<file path="src/rtl/lrupr_pkg.sv">
// Shared types and constants for the LRU page replacement unit.
// No dependencies; used by lrupr_cell and lru_page_replacement_unit.
package lrupr_pkg;

  // Sequencer states of the top level.
  typedef enum logic [1:0] {
    ST_IDLE,
    ST_CMP,
    ST_SCAN,
    ST_UPD
  } state_t;

  // Per-cell update controls, driven by the sequencer.
  typedef struct packed {
    logic upd;
    logic shift;
    logic valid_next;
  } cell_ctl_t;

  localparam int CAP_W   = 10;
  localparam int CNT_W   = 32;
  localparam int OUT_W   = 72;
  localparam logic [CNT_W-1:0] CNT_SAT = '1;

endpackage

</file>
<file path="src/rtl/lrupr_cell.sv">
// One recency slot of the LRU chain: page tag plus valid bit.
// Takes its neighbor's tag on a shift. Depends on lrupr_pkg.
module lrupr_cell #(
  parameter int PAGE_BITS = 20
) (
  input  logic                  clk,
  input  logic                  rst,
  input  logic [PAGE_BITS-1:0]  page,
  input  logic [PAGE_BITS-1:0]  left_tag,
  input  lrupr_pkg::cell_ctl_t  ctl,
  output logic [PAGE_BITS-1:0]  tag,
  output logic                  valid,
  output logic                  match
);

  logic [PAGE_BITS-1:0] tag_q;
  logic                 valid_q;

  always_ff @(posedge clk) begin
    if (ctl.upd && ctl.shift) begin
      tag_q <= left_tag;
    end
  end

  always_ff @(posedge clk) begin
    if (rst) begin
      valid_q <= 1'b0;
    end else if (ctl.upd) begin
      valid_q <= ctl.valid_next;
    end
  end

  assign tag   = tag_q;
  assign valid = valid_q;
  assign match = valid_q && (tag_q == page);

endmodule

</file>
<file path="config.mk">
export PLATFORM = sky130hd
export DESIGN_NAME = lrupr_cell
export DESIGN_NICKNAME = d
export VERILOG_FILES = /design/src/rtl/lrupr_pkg.sv /design/src/rtl/lrupr_cell.sv
export SDC_FILE = /design/constraint.sdc
export NUM_CORES = 1
export LEC_CHECK = 0
export BUFFER_PORTS_ARGS = -buffer_cell sky130_fd_sc_hd__buf_4
export CORE_ASPECT_RATIO = 1.1
export CORE_MARGIN = 2
export CORE_UTILIZATION = 35
export CTS_CLUSTER_SIZE = 40
export DETAILED_ROUTE_END_ITERATION = 6
export HOLD_SLACK_MARGIN = 0.02
export PLACE_DENSITY = 0.72
export REMOVE_ABC_BUFFERS = 1
export SYNTH_ARGS = -nofsm -noshare
export SYNTH_HDL_FRONTEND = slang
export SYNTH_SLANG_ARGS = --single-unit
</file>
<file path="constraint.sdc">
create_clock -name clk -period 2.4 [get_ports clk]
set_input_delay 0.48 -clock clk [delete_from_list [all_inputs] [get_ports clk]]
set_output_delay 0.48 -clock clk [all_outputs]
set_load 0.005 [all_outputs]
</file>
* After elaboration in Yosys (flattened, before gate mapping)
Cells that the tools add are included.
** Word-level totals
- Bits in registers :: 21
- Input bits :: 45
- Output and inout bits :: 22
** Cells by class
- Equal/unequal tests :: 1
- Reduce and logical (&&, ||, !) cells :: 2
** Operators by type and width (number)
- == test 20 bit :: 1
- logical AND 1 bit :: 2

* Depth between registers and ports, before layout
- Word-level depth :: 2
- Gate-level depth with buffers :: 4
- Depth with buffers taken out :: 4

* Worst setup path after synthesis
Ideal clock, no wire load.
- Kind :: input -> output
- Start :: input page[19]
- End :: output match
- Arrival time :: 1.240 ns
- Required time :: 1.920 ns
- Path slack :: 0.680 ns
- Stages on the path :: 4
- Buffers on the path :: 0
- Cells stage by stage :: xor2_1 nor4_1 nand4_1 nor4_2
** Between the ends
- Word-level cells in the longest chain between the ends :: 2
** Ends and longest elaborated chain
- start: declaration :: RTL line lrupr_cell.sv:8 : input logic [PAGE_BITS-1:0] page,
- == test 20 bit :: RTL line lrupr_cell.sv:35 : assign match = valid_q && (tag_q == page);
- logical AND 1 bit :: RTL line lrupr_cell.sv:35
- end: declaration :: RTL line lrupr_cell.sv:13 : output logic match
No other way between the ends.

* Final worst setup path
- Start :: register tag_q[12] (netlist: tag[12])
- End :: output match
** Between the ends
- Word-level cells in the longest chain between the ends :: 2
** Ends and longest elaborated chain
- start: declaration :: RTL line lrupr_cell.sv:16 : logic [PAGE_BITS-1:0] tag_q;
- start signal: assignment :: RTL line lrupr_cell.sv:21 : tag_q <= left_tag;
- == test 20 bit :: RTL line lrupr_cell.sv:35
- logical AND 1 bit :: RTL line lrupr_cell.sv:35
No other way between the ends.

==> results_dict.tcl <==
set metrics [dict create \
    power_frac_seq 0.598 \
    synth-async-reset-ratio 0 \
    rr_endpoint "valid" \
    setup_viol 0 \
    cp_cell_sequence "xor2_1 -> nor4_1 -> nand4_1 -> nor4_2 -> buf_4" \
    antenna_left 0 \
    synth_area_leader_cell "edfxtp_1" \
    hp-class "input pin to register" \
    startpoint_type "register" \
    worst-path-max-fanout 2 \
    slowest_delay_ns 0.44 \
    wirelength_mm 1.859 \
    post-route-period-util 0.9254 \
    combPwrFrac 0.184 \
    numCtsBuffers 3 \
    post_cts_buffers 0 \
    avgRoutedWirePerCell_um 12.23 \
    gr-total-overflow 0 \
    clock-sinks 21 \
    postSynthAreaPerCell_um2 16.95 \
    start_util 0.3764 \
    design_area_mm2 0.001433 \
    p_int_w 0.0005859 \
    clkTransAtPathRegs_ns 0.12 \
    synth-seq-area-share 0.7178 \
    synth-edff-count 20 \
    hold_depth 2 \
    dp_cells 148 \
    gp_congestion 0.7027 \
    synth_area_leaders "edfxtp_1, xnor2_1, xor2_1, dfxtp_1, nand4_1" \
    cts_tree "built" \
    yosys.cell_count.top_type "edfxtp_1" \
    maxSlewViolCount 0 \
    grt_pass1_wl_mm 2.898 \
    slew_headroom 0.8011 \
    drt_first_pass_iters 2 \
    grt_setup_unrepaired "false" \
    die_area_mm2 0.002884 \
    place_area_mm2 0.001405 \
    drtIter0Drc 7 \
    power_w 0.0007441 \
    nets 168 \
    final.setup_skew_ns 0 \
    fmax_ghz 0.4503 \
    critPathSlowestCell "edfxtp_1" \
    min_to "valid" \
    irDropWorstVdd_mv 0.3417 \
    power.switching_w 0.0001581 \
    power_density_mw_per_mm2 519.4 \
    grt_use_total 0.1384 \
    syn_area_um2 864.6 \
    clk_path_buf_depth 2 \
    clock_latency_ns 0.28 \
    min-delay-start "rst" \
    remaining_drc_errors 0 \
    status "complete, no violations" \
    syn-instance-count 51 \
    die_h_um 56.13 \
    p_sw_frac 0.2125 \
    via_count 657 \
    worstPathRequired_ns 1.92 \
    final_cells 152 \
    yosysWarnings 0 \
    cap_violations 0 \
    via_per_inst 4.322 \
    clkPwrFrac 0.217 \
    worst_ep_arrival_time_ns 1.74 \
    setup.worst_path.end_class "output pin" \
    synth.distinct_cells 11 \
    ctsResizeCount 0 \
    reg2reg_from "valid" \
    worst-slew-pin-transition_ns 0.2956 \
    root_buffer "clkbuf_4" \
    n_antenna_cell 0 \
    grt_max_degree 21 \
    finalCriticalPeriod_ns 2.221 \
    worstSetupPathType "register to output pin" \
    rr_worst_depth 2 \
    ys.flop_type "edfxtp_1" \
    grt_pass1_vias 696 \
    die_w_um 51.39 \
    h-tree-depth 1 \
    syn2layout_area_growth_pct 65.70 \
    synthTopCellsByCount "edfxtp_1, xnor2_1, xor2_1" \
    cts_hold_buf 0 \
    hold_viol 0 \
    setup_tns_ns 0 \
    r2r_slack_ns 1.77 \
    leakagePower_nw 0.6088 \
    synth_top_area_share 0.6946 \
    coreArea_mm2 0.002297 \
    core.rowCount 18 \
    io_buffers 66 \
    layout-drive-gt1-share 0.5902 \
    ios 67 \
    grt_antenna_before_repair 0 \
    synth-seq-cells 21 \
    crit_start "tag[12]" \
]
## flip-flops by register name, summed over array words and instances (netlist names)
| register | flops |
|---|---|
| tag | 20 |
| valid | 1 |
## worst max-delay path by stage
| stage | to | depth (start not counted) | slack (ns) |
|---|---|---|---|
| after global routing | match | 5 | 0.03 |
| after global placement | match | 6 | 0.35 |
| after CTS | match | 5 | 0.15 |
| final | match | 5 | 0.18 |
| after floorplan | match | 4 | 0.68 |
| after detailed placement | match | 6 | 0.31 |
## cell usage in the layout (no fill, tap or decap)
cell type,Yosys,final
and2_1,1,1
buf_4,0,67
clkbuf_4,0,3
clkinv_2,0,1
dfxtp_1,1,1
edfxtp_1,20,20
mux2i_1,1,1
nand3_1,1,1
nand4_1,3,3
nor2_1,1,1
nor4_1,2,2
nor4_2,1,1
xnor2_1,12,12
xor2_1,8,8
## through the flow
step,hold WS [ns],setup slack [ns],utilization
finish,0.3400,0.1790,0.6236
global route,0.3196,0.03135,0.6236
CTS,0.3296,0.1485,0.6236
detailed placement,0.5620,0.3083,0.6117
global placement,0.5164,0.3478,0.6117
floorplan,0.5070,0.6798,-
## worst max-delay path, delay by kind of cell (launching register included)
family | cells | cell delay (ns)
xor+xnor | 1 | 0.17
simple gates | 3 | 0.70
buf+inv | 1 | 0.15
flops | 1 | 0.44
## cells by family after synthesis
logic type | Yosys count | share of synthesized area
xor+xnor | 20 | 0.2026
flops | 21 | 0.7178
mux | 1 | 0.01158
simple gates | 9 | 0.06801
## power groups by stage
stage / clock network, W / logic, W / registers, W
finish: 0.000162 / 0.000137 / 0.000445
CTS: 0.000169 / 0.000140 / 0.000446
floorplan: 0 / 0.0000375 / 0.000455
detailed placement: 0 / 0.000140 / 0.000454
global route: 0.000183 / 0.000148 / 0.000449
global placement: 0 / 0.000137 / 0.000452
## per-layer routing
metal  wire length, µm  vias to the layer above  GRT usage
met1               625                      300     0.1357
met3                87                        2    0.01075
met2              1112                       27     0.2637
li1                  -                      328          -
met4                34                        0    0.09023
met5                 0                        -          0
## area by class of cell
| cell class | instances | area [µm²] |
|---|---|---|
| clock buffer | 3 | 22.52 |
| clock inverter | 1 | 5.005 |
| fill | 193 | 864.6 |
| multi-input combinational | 30 | 244.0 |
| sequential | 21 | 620.6 |
| tap | 30 | 37.54 |
| timing repair buffer | 67 | 503.0 |
Note: power is estimated with default switching activity, not from simulation.
